**config.mk**
```make
export PLATFORM = sky130hd
export DESIGN_NAME = pgm_sample_rescale_codec_flat
export DESIGN_NICKNAME = d
export VERILOG_FILES = /design/src/hdl/psrc_pkg.sv /design/src/hdl/psrc_if.sv /design/src/hdl/pgm_sample_rescale_codec.sv /design/src/flat_wrapper.sv
export SDC_FILE = /design/constraint.sdc
export NUM_CORES = 1
export LEC_CHECK = 0
export BUFFER_PORTS_ARGS = -buffer_cell sky130_fd_sc_hd__buf_2
export CORE_MARGIN = 4
export CORE_UTILIZATION = 51
export DETAILED_ROUTE_END_ITERATION = 6
export GPL_TIMING_DRIVEN = 0
export PLACE_DENSITY_LB_ADDON = 0.15
export SYNTH_ARGS = -nofsm -noshare
export SYNTH_HDL_FRONTEND = slang
export SYNTH_SLANG_ARGS = --single-unit
```
**constraint.sdc**
```tcl
create_clock -name i_clk -period 8.9 [get_ports i_clk]
set_input_delay 1.78 -clock i_clk [delete_from_list [all_inputs] [get_ports i_clk]]
set_output_delay 1.78 -clock i_clk [all_outputs]
set_load 0.01 [all_outputs]
```
**src/hdl/psrc_pkg.sv**
```systemverilog
// ----------------------------------------------------------------------------
// PGM sample rescale codec package
// Shared widths, constants and register codes for the rescale codec and its
// channel interfaces.
// ----------------------------------------------------------------------------
package psrc_pkg;

    // Field widths.
    localparam int DATA_W = 16;
    localparam int BYTE_W = 8;

    // One shift-add or one restoring-division step per cycle.
    localparam int STEPS = DATA_W;
    localparam int CNT_W = $clog2(STEPS);

    // Full-scale pixel value and the threshold for two-byte samples.
    localparam logic [DATA_W-1:0] FULL_SCALE      = 16'hFFFF;
    localparam logic [DATA_W-1:0] WIDE_LIMIT      = 16'd256;
    localparam logic [DATA_W-1:0] MAX_VALUE_RESET = 16'd255;

    // Configuration register indexes.
    typedef enum logic [0:0] {
        REG_DIRECTION = 1'b0,
        REG_MAX_VALUE = 1'b1
    } t_reg_index;

    // Conversion direction.
    typedef enum logic [0:0] {
        DIR_DECODE = 1'b0,
        DIR_ENCODE = 1'b1
    } t_direction;

endpackage

```
**src/hdl/psrc_if.sv**
```systemverilog
// ----------------------------------------------------------------------------
// PGM sample rescale codec channel interfaces
// Valid/ready channels for input items, result items and register writes.
// ----------------------------------------------------------------------------

// Input item channel.
interface psrc_in_if;
    logic                        valid;
    logic                        ready;
    logic [psrc_pkg::DATA_W-1:0] data_in;
    logic                        last_in;

    modport source (output valid, output data_in, output last_in, input ready);
    modport sink   (input valid, input data_in, input last_in, output ready);
endinterface

// Result item channel.
interface psrc_out_if;
    logic                        valid;
    logic                        ready;
    logic [psrc_pkg::DATA_W-1:0] data_out;
    logic                        run_last;
    logic                        buffer_end;
    logic                        clipped;

    modport source (output valid, output data_out, output run_last,
                    output buffer_end, output clipped, input ready);
    modport sink   (input valid, input data_out, input run_last,
                    input buffer_end, input clipped, output ready);
endinterface

// Configuration write channel.
interface psrc_cfg_if;
    logic                        valid;
    logic                        ready;
    psrc_pkg::t_reg_index        index;
    logic [psrc_pkg::DATA_W-1:0] data;

    modport source (output valid, output index, output data, input ready);
    modport sink   (input valid, input index, input data, output ready);
endinterface

```
**src/hdl/pgm_sample_rescale_codec.sv**
```systemverilog
// ----------------------------------------------------------------------------
// PGM sample rescale codec
// Converts raw PGM sample bytes to 16-bit full-scale pixels and back.
// ----------------------------------------------------------------------------
// An item that produces a result moves from ST_IDLE through ST_MUL or ST_DIV
// to ST_FIN, where its result is loaded into the output register, and the
// next input transaction can be taken in the cycle after that. Decode spends
// ST_DIV in a restoring divider that produces one quotient bit per cycle of
// sample*65535/max_value. Encode spends ST_MUL in a shift-add multiplier that
// consumes one pixel bit per cycle of pixel*max_value; the ST_FIN step that
// loads the result also folds the 32-bit product into a division by 65535. A
// sample above max_value skips the divider and goes from ST_IDLE straight to
// ST_FIN, and the first byte of a two-byte sample is only held in ST_IDLE.
// One item is worked on at a time; the next input transaction is
// taken as soon as the previous result has moved into the output register,
// so a waiting result does not stall the input. A finished item waits in
// ST_FIN while the output register is still full. The two bytes of a
// wide encode leave on consecutive output transactions.
// ----------------------------------------------------------------------------
module pgm_sample_rescale_codec (
    input  logic             i_clk,
    input  logic             i_rst_n,
    psrc_in_if.sink          i_in,
    psrc_out_if.source       o_out,
    psrc_cfg_if.sink         i_cfg
);

    // Sequencer states.
    typedef enum logic [3:0] {
        ST_IDLE = 4'b0001,
        ST_MUL  = 4'b0010,
        ST_DIV  = 4'b0100,
        ST_FIN  = 4'b1000
    } t_state;

    localparam int DW = psrc_pkg::DATA_W;
    localparam int BW = psrc_pkg::BYTE_W;
    localparam logic [psrc_pkg::CNT_W-1:0] LAST_STEP = psrc_pkg::CNT_W'(psrc_pkg::STEPS - 1);
    localparam logic [DW:0] FOLD_ONE = {1'b0, psrc_pkg::FULL_SCALE};
    localparam logic [DW:0] FOLD_TWO = {psrc_pkg::FULL_SCALE, 1'b0};

    // Configuration registers.
    psrc_pkg::t_direction r_direction, n_direction;
    logic [DW-1:0]        r_max_value, n_max_value;

    // Byte pairing state.
    logic                 r_pair_phase, n_pair_phase;
    logic [BW-1:0]        r_held, n_held;

    // Sequencer and arithmetic datapath.
    t_state               r_state, n_state;
    logic [psrc_pkg::CNT_W-1:0] r_cnt, n_cnt;
    logic [DW-1:0]        r_acc_hi, n_acc_hi;
    logic [DW-1:0]        r_acc_lo, n_acc_lo;
    logic [DW-1:0]        r_mul, n_mul;
    logic                 r_item_enc, n_item_enc;
    logic                 r_item_wide, n_item_wide;
    logic                 r_item_last, n_item_last;
    logic                 r_item_clip, n_item_clip;

    // Output register and the pending low byte of a wide encode.
    logic                 r_out_valid, n_out_valid;
    logic [DW-1:0]        r_out_data, n_out_data;
    logic                 r_out_run_last, n_out_run_last;
    logic                 r_out_buf_end, n_out_buf_end;
    logic                 r_out_clip, n_out_clip;
    logic                 r_pend, n_pend;
    logic [BW-1:0]        r_pend_data, n_pend_data;
    logic                 r_pend_buf_end, n_pend_buf_end;

    // Decoded handshakes and datapath terms.
    logic                 in_fire, out_fire, cfg_fire, can_load;
    logic                 wide;
    logic [BW-1:0]        byte_in;
    logic [DW-1:0]        sample;
    logic [2*DW-1:0]      dividend;
    logic [DW:0]          div_trial, div_rem;
    logic                 div_ge;
    logic [DW:0]          mul_sum;
    logic [DW:0]          fold;
    logic [DW-1:0]        fold_corr;
    logic [DW-1:0]        enc_q;
    logic [DW-1:0]        fin_data;

    // Handshakes.
    assign i_in.ready  = (r_state == ST_IDLE);
    assign i_cfg.ready = 1'b1;
    assign in_fire     = i_in.valid && (r_state == ST_IDLE);
    assign out_fire    = r_out_valid && o_out.ready;
    assign cfg_fire    = i_cfg.valid;
    assign can_load    = !r_out_valid || (o_out.ready && !r_pend);

    // Output channel drive.
    assign o_out.valid      = r_out_valid;
    assign o_out.data_out   = r_out_data;
    assign o_out.run_last   = r_out_run_last;
    assign o_out.buffer_end = r_out_buf_end;
    assign o_out.clipped    = r_out_clip;

    // Sample assembly and the decode dividend sample*65535 = (sample << 16) - sample.
    assign wide     = (r_max_value >= psrc_pkg::WIDE_LIMIT);
    assign byte_in  = i_in.data_in[BW-1:0];
    assign sample   = wide ? {r_held, byte_in} : {{(DW-BW){1'b0}}, byte_in};
    assign dividend = {sample, {DW{1'b0}}} - {{DW{1'b0}}, sample};

    // One restoring division step: the quotient bit shifts into the low half.
    assign div_trial = {r_acc_hi, r_acc_lo[DW-1]};
    assign div_ge    = (div_trial >= {1'b0, r_max_value});
    assign div_rem   = div_trial - {1'b0, r_max_value};

    // One shift-add multiplication step on the low multiplier bit.
    assign mul_sum = {1'b0, r_acc_hi} + (r_mul[0] ? {1'b0, r_max_value} : {(DW+1){1'b0}});

    // Division of the product by 65535: q = hi + (hi + lo) / 65535, where the
    // folded sum is below three times the divisor.
    assign fold = {1'b0, r_acc_hi} + {1'b0, r_acc_lo};
    always_comb begin
        if (fold >= FOLD_TWO) begin
            fold_corr = DW'(2);
        end else if (fold >= FOLD_ONE) begin
            fold_corr = DW'(1);
        end else begin
            fold_corr = '0;
        end
    end
    assign enc_q    = r_acc_hi + fold_corr;
    assign fin_data = r_item_enc ? enc_q : r_acc_lo;

    // Next-state logic.
    always_comb begin
        n_direction    = r_direction;
        n_max_value    = r_max_value;
        n_pair_phase   = r_pair_phase;
        n_held         = r_held;
        n_state        = r_state;
        n_cnt          = r_cnt;
        n_acc_hi       = r_acc_hi;
        n_acc_lo       = r_acc_lo;
        n_mul          = r_mul;
        n_item_enc     = r_item_enc;
        n_item_wide    = r_item_wide;
        n_item_last    = r_item_last;
        n_item_clip    = r_item_clip;
        n_out_valid    = r_out_valid;
        n_out_data     = r_out_data;
        n_out_run_last = r_out_run_last;
        n_out_buf_end  = r_out_buf_end;
        n_out_clip     = r_out_clip;
        n_pend         = r_pend;
        n_pend_data    = r_pend_data;
        n_pend_buf_end = r_pend_buf_end;

        // Register writes; a zero max value is ignored.
        if (cfg_fire) begin
            case (i_cfg.index)
                psrc_pkg::REG_DIRECTION: begin
                    n_direction = psrc_pkg::t_direction'(i_cfg.data[0]);
                end
                psrc_pkg::REG_MAX_VALUE: begin
                    if (i_cfg.data != '0) begin
                        n_max_value = i_cfg.data;
                    end
                end
                default: begin
                end
            endcase
        end

        // The output register drains, then refills from the pending low byte.
        if (out_fire) begin
            if (r_pend) begin
                n_out_data     = {{(DW-BW){1'b0}}, r_pend_data};
                n_out_run_last = 1'b1;
                n_out_buf_end  = r_pend_buf_end;
                n_out_clip     = 1'b0;
                n_pend         = 1'b0;
            end else begin
                n_out_valid = 1'b0;
            end
        end

        // Sequencer.
        case (r_state)
            ST_IDLE: begin
                if (in_fire) begin
                    n_item_last  = i_in.last_in;
                    n_item_wide  = wide;
                    n_item_clip  = 1'b0;
                    n_cnt        = '0;
                    n_pair_phase = 1'b0;
                    if (r_direction == psrc_pkg::DIR_ENCODE) begin
                        n_item_enc = 1'b1;
                        n_acc_hi   = '0;
                        n_mul      = i_in.data_in;
                        n_state    = ST_MUL;
                    end else if (wide && !r_pair_phase) begin
                        // High byte of a pair: hold it and wait for the low byte.
                        n_held       = byte_in;
                        n_pair_phase = !i_in.last_in;
                    end else if (sample > r_max_value) begin
                        n_item_enc  = 1'b0;
                        n_item_clip = 1'b1;
                        n_acc_lo    = psrc_pkg::FULL_SCALE;
                        n_state     = ST_FIN;
                    end else begin
                        n_item_enc = 1'b0;
                        n_acc_hi   = dividend[2*DW-1:DW];
                        n_acc_lo   = dividend[DW-1:0];
                        n_state    = ST_DIV;
                    end
                end
            end
            ST_MUL: begin
                n_acc_hi = mul_sum[DW:1];
                n_acc_lo = {mul_sum[0], r_acc_lo[DW-1:1]};
                n_mul    = {1'b0, r_mul[DW-1:1]};
                n_cnt    = r_cnt + 1'b1;
                if (r_cnt == LAST_STEP) begin
                    n_state = ST_FIN;
                end
            end
            ST_DIV: begin
                n_acc_hi = div_ge ? div_rem[DW-1:0] : div_trial[DW-1:0];
                n_acc_lo = {r_acc_lo[DW-2:0], div_ge};
                n_cnt    = r_cnt + 1'b1;
                if (r_cnt == LAST_STEP) begin
                    n_state = ST_FIN;
                end
            end
            ST_FIN: begin
                if (can_load) begin
                    n_out_valid = 1'b1;
                    n_out_clip  = r_item_clip;
                    if (r_item_enc && r_item_wide) begin
                        // High byte first, low byte held for the next transaction.
                        n_out_data     = {{(DW-BW){1'b0}}, fin_data[DW-1:BW]};
                        n_out_run_last = 1'b0;
                        n_out_buf_end  = 1'b0;
                        n_pend         = 1'b1;
                        n_pend_data    = fin_data[BW-1:0];
                        n_pend_buf_end = r_item_last;
                    end else if (r_item_enc) begin
                        n_out_data     = {{(DW-BW){1'b0}}, fin_data[BW-1:0]};
                        n_out_run_last = 1'b1;
                        n_out_buf_end  = r_item_last;
                    end else begin
                        n_out_data     = fin_data;
                        n_out_run_last = 1'b1;
                        n_out_buf_end  = r_item_last;
                    end
                    n_state = ST_IDLE;
                end
            end
            default: begin
                n_state = ST_IDLE;
            end
        endcase
    end

    // Control registers with synchronous reset.
    always_ff @(posedge i_clk) begin
        if (!i_rst_n) begin
            r_direction  <= psrc_pkg::DIR_DECODE;
            r_max_value  <= psrc_pkg::MAX_VALUE_RESET;
            r_pair_phase <= 1'b0;
            r_held       <= '0;
            r_state      <= ST_IDLE;
            r_out_valid  <= 1'b0;
            r_pend       <= 1'b0;
        end else begin
            r_direction  <= n_direction;
            r_max_value  <= n_max_value;
            r_pair_phase <= n_pair_phase;
            r_held       <= n_held;
            r_state      <= n_state;
            r_out_valid  <= n_out_valid;
            r_pend       <= n_pend;
        end
    end

    // Datapath and payload registers.
    always_ff @(posedge i_clk) begin
        r_cnt          <= n_cnt;
        r_acc_hi       <= n_acc_hi;
        r_acc_lo       <= n_acc_lo;
        r_mul          <= n_mul;
        r_item_enc     <= n_item_enc;
        r_item_wide    <= n_item_wide;
        r_item_last    <= n_item_last;
        r_item_clip    <= n_item_clip;
        r_out_data     <= n_out_data;
        r_out_run_last <= n_out_run_last;
        r_out_buf_end  <= n_out_buf_end;
        r_out_clip     <= n_out_clip;
        r_pend_data    <= n_pend_data;
        r_pend_buf_end <= n_pend_buf_end;
    end

endmodule

```
**src/flat_wrapper.sv**
```systemverilog
// flat-port wrapper written by rule: the top's interface ports become plain ports
module pgm_sample_rescale_codec_flat 
  (i_clk, i_rst_n, i_in_valid, i_in_data_in, i_in_last_in, i_in_ready, o_out_valid, o_out_data_out, o_out_run_last, o_out_buffer_end, o_out_clipped, o_out_ready, i_cfg_valid, i_cfg_index, i_cfg_data, i_cfg_ready);
  psrc_in_if i_in_i ();
  psrc_out_if o_out_i ();
  psrc_cfg_if i_cfg_i ();
  input  logic i_clk;
  input  logic i_rst_n;
  input wire logic [$bits(i_in_i.valid)-1:0] i_in_valid;
  input wire logic [$bits(i_in_i.data_in)-1:0] i_in_data_in;
  input wire logic [$bits(i_in_i.last_in)-1:0] i_in_last_in;
  output wire logic [$bits(i_in_i.ready)-1:0] i_in_ready;
  output wire logic [$bits(o_out_i.valid)-1:0] o_out_valid;
  output wire logic [$bits(o_out_i.data_out)-1:0] o_out_data_out;
  output wire logic [$bits(o_out_i.run_last)-1:0] o_out_run_last;
  output wire logic [$bits(o_out_i.buffer_end)-1:0] o_out_buffer_end;
  output wire logic [$bits(o_out_i.clipped)-1:0] o_out_clipped;
  input wire logic [$bits(o_out_i.ready)-1:0] o_out_ready;
  input wire logic [$bits(i_cfg_i.valid)-1:0] i_cfg_valid;
  input wire logic [$bits(i_cfg_i.index)-1:0] i_cfg_index;
  input wire logic [$bits(i_cfg_i.data)-1:0] i_cfg_data;
  output wire logic [$bits(i_cfg_i.ready)-1:0] i_cfg_ready;
  assign i_in_i.valid = i_in_valid;
  assign i_in_i.data_in = i_in_data_in;
  assign i_in_i.last_in = i_in_last_in;
  assign i_in_ready = i_in_i.ready;
  assign o_out_valid = o_out_i.valid;
  assign o_out_data_out = o_out_i.data_out;
  assign o_out_run_last = o_out_i.run_last;
  assign o_out_buffer_end = o_out_i.buffer_end;
  assign o_out_clipped = o_out_i.clipped;
  assign o_out_i.ready = o_out_ready;
  assign i_cfg_i.valid = i_cfg_valid;
  assign i_cfg_i.index = i_cfg_index;
  assign i_cfg_i.data = i_cfg_data;
  assign i_cfg_ready = i_cfg_i.ready;
  pgm_sample_rescale_codec u_core (.i_clk(i_clk), .i_rst_n(i_rst_n), .i_in(i_in_i), .o_out(o_out_i), .i_cfg(i_cfg_i));
endmodule
```
==> flow_summary.toml <==
[outcome]
status = "finished clean"

[worst_setup_path]
crit_top_cell = "clkbuf_1"
cp-start-kind = "flop"
required_ns = 9.03
worst_path_max_delay_cell = "a211oi_2"
crit_buf_inv = 4
cp_top_family = "compound AO/OA/AOI/OAI gates"
slowest_delay_ns = 0.76
crit_chain = "or4_1 -> nor2_2 -> inv_1 -> clkbuf_1 -> and2_1 -> ha_1 -> a22o_1 -> a2111oi_0 -> o21ai_0 -> o221ai_1 -> a21oi_1 -> clkbuf_1 -> a211oi_2 -> buf_4"
worstPathMaxFanout = 10
cp.arrival_ns = 5.30
critPathKind = "flop to flop"
critPathCaptureType = "flop"

[routing]
route.vias.total = 7883
wl_per_cell_um = 19.9
drc = 0
first_pass_iters = 5
ant_nets = 0
totalWireLength_um = 26200
vias_per_cell = 5.98
drt_iter0_drc = 717

[synth]
syn_area_mm2 = 0.00861
synth_nets = 1118
synth-compound-area-share_pct = 21.3
synthAdderAreaFrac_pct = 10.8
ys_ff_latch = 116
synthFlopType = "edfxtp_1"
synth_edf_count = 65
ys_warn_count = 0
ys_seq_area_share_pct = 34.5
synth_cell_type_count = 71
syn_area_per_cell_um2 = 8.55
yosys.area_share.simple_pct = 20.7
synthArstFlopShare_pct = 0
syn_inst = 1007
synth_top_family_by_area = "compound AO/OA/AOI/OAI gates"
synth-xor-area-share_pct = 4.98
synth_mux_area_share_pct = 3.81

[sta]
slew_headroom_pct = 38.4
fin_crit_sh_pct = 58.0
final.setup_skew_ns = 0.00890
worst_slew_pin_slew_ns = 0.923
setup_viol = 0
rsz0062_at_grt = "no"
hold_violations = 0
post-route-min-period_ns = 5.17
tns_ns = 0
slew_violations = 0
fmax_ghz = 0.194

[clocking]
cts_buffers = 17
hold_buffers = 0
cts_root_buffer = "clkbuf_16"
clk_latency_ns = 0.43
cts_tree = "yes"
h-tree-depth = 4
cts_resized = 0
postCtsSetupBuffers = 0
cts.sinks = 116
clockBufferDepth = 2
clkTransAtPathRegs_ns = 0.06

[layout]
drive_gt1_share_pct = 10.4
nNetsFinal = 1197
stdcell_count = 1319
final_common_cell = "nand2_1"
diodes = 0
area_delta_synth_final_pct = 14.5
n_fill_cell = 1524
final_cell_mix = "130 x nand2_1, 83 x nor2_1, 73 x o21ai_0"

[global_routing]
grt_pass1_vias = 7228
grt_max_degree = 17
grt_pass1_wl_um = 39900
antenna_found_initial = 0
track_usage_pct = 28.0
grt_remaining_overflow = 0

[pwr]
power.density_mw_per_mm2 = 352
peakVddDrop_mv = 0.166
total_leakage_power_nw = 4.02

[placement]
io_buffers = 59
gp_congestion = 0.974
dp.cells = 1287
dpl.hpwl_um = 20200

[die]
coreArea_mm2 = 0.0166
ioPinCount = 61
die_width_um = 138
die_area_mm2 = 0.0190
rows = 47
start_util_pct = 51.9
die_h_um = 138

[job]
cap_viol_max_count = 0

[hold_path]
hp-class = "flop to flop"
[power breakdown]
part | switching (mW) | leakage (nW) | internal (mW)
Sequential | 0.223 | 1.01 | 0.759
Combinational | 1.01 | 2.70 | 0.703
Clock | 0.257 | 0.318 | 0.513
[registers in the layout, indices dropped and copies added (netlist names), 4 cells and up]
register               cells
u_core.o_out.data_out     16
u_core.r_acc_hi           16
u_core.r_acc_lo           16
u_core.r_max_value        16
u_core.r_mul              16
u_core.r_held              8
u_core.r_pend_data         8
u_core.r_cnt               4
u_core.r_state             4
[layout make-up]
type                            count  area (µm²)  share of cell area [%]
Tap cell                          220         275                    2.79
Clock buffer                       21         460                    4.67
Multi-Input combinational cell    809        5320                    54.0
Timing Repair Buffer               60         303                    3.07
Clock inverter                     11         198                    2.01
Buffer                             42         179                    1.81
Inverter                           40         150                    1.52
Sequential cell                   116        2970                    30.2
[synthesized netlist by cell type (4+ instances only)]
cell | number | area share, %
nand2_1 | 130 | 5.7
nor2_1 | 83 | 3.6
o21ai_0 | 73 | 4.2
ha_1 | 68 | 9.9
edfxtp_1 | 65 | 23
a21oi_1 | 63 | 3.7
dfxtp_1 | 51 | 12
inv_1 | 40 | 1.7
clkbuf_1 | 37 | 1.6
nand3_1 | 32 | 1.9
and2_1 | 29 | 2.1
xnor2_1 | 27 | 2.7
mux2i_1 | 26 | 3.0
xor2_1 | 22 | 2.2
a22oi_1 | 18 | 1.6
nor2b_1 | 18 | 1.3
a21o_1 | 17 | 1.5
nor3_1 | 17 | 0.99
o211ai_1 | 13 | 1.1
nor4_1 | 12 | 0.87
o221ai_1 | 12 | 1.2
a21boi_0 | 11 | 0.96
nand4_1 | 11 | 0.80
nand3b_1 | 10 | 0.87
nand2b_1 | 9 | 0.65
a211oi_1 | 8 | 0.70
a221o_1 | 7 | 0.81
o21a_1 | 7 | 0.61
o21bai_1 | 7 | 0.61
a31oi_1 | 6 | 0.44
or3_1 | 6 | 0.44
a31o_2 | 5 | 0.51
and3_1 | 5 | 0.36
mux2_2 | 5 | 0.65
a2111oi_0 | 4 | 0.41
fa_1 | 4 | 0.93
[metal layers]
layer,up-vias,track usage [%],part of all wire [%]
met5,-,0,0
met4,0,11.6,3.8
met3,73,4.83,6.2
met2,301,46.8,47
met1,3643,35.9,43
li1,3866,-,-
[final timing paths]
path | start | end | slack [ns] | depth (start not counted)
min reg2reg | u_core.o_out.data_out[10] | u_core.o_out.data_out[10] | 0.45 | 2
min | u_core.o_out.data_out[10] | u_core.o_out.data_out[10] | 0.45 | 2
max | u_core.r_max_value[12] | u_core.r_acc_hi[15] | 3.73 | 14
max reg2reg | u_core.r_max_value[12] | u_core.r_acc_hi[15] | 3.73 | 14
[kinds of logic after synthesis]
logic type                 count (synthesis)
xor gates and xnor gates                  49
buffers and inverters                     82
adders and majority gates                 72
other                                      1
AOI/OAI and AO/OA                        281
DFF                                      116
and+or+nand+nor                          374
muxes                                     32
[metrics by stage]
stage               cell area (µm²)  setup slack (ns)  util (%)  total power [mW]  hold slack, ns
global route                   9860              3.52      59.5              3.70           0.477
global placement               9180              2.86      55.4              2.64           0.434
detailed placement             9200              3.87      55.5              2.66           0.437
finish                         9860              3.73      59.5              3.47           0.454
floorplan                      8610              4.17         -              2.18           0.406
CTS                            9860              3.83      59.5              3.44           0.453
[worst min-delay path: cells and delay by family, from the launching register on]
kind,cells,cell delay [ns]
AO/OA/AOI/OAI,1,0.06
flip-flops,1,0.30
AND/OR/NAND/NOR,1,0.05
No activity file was read; power rests on OpenSTA's default activity.
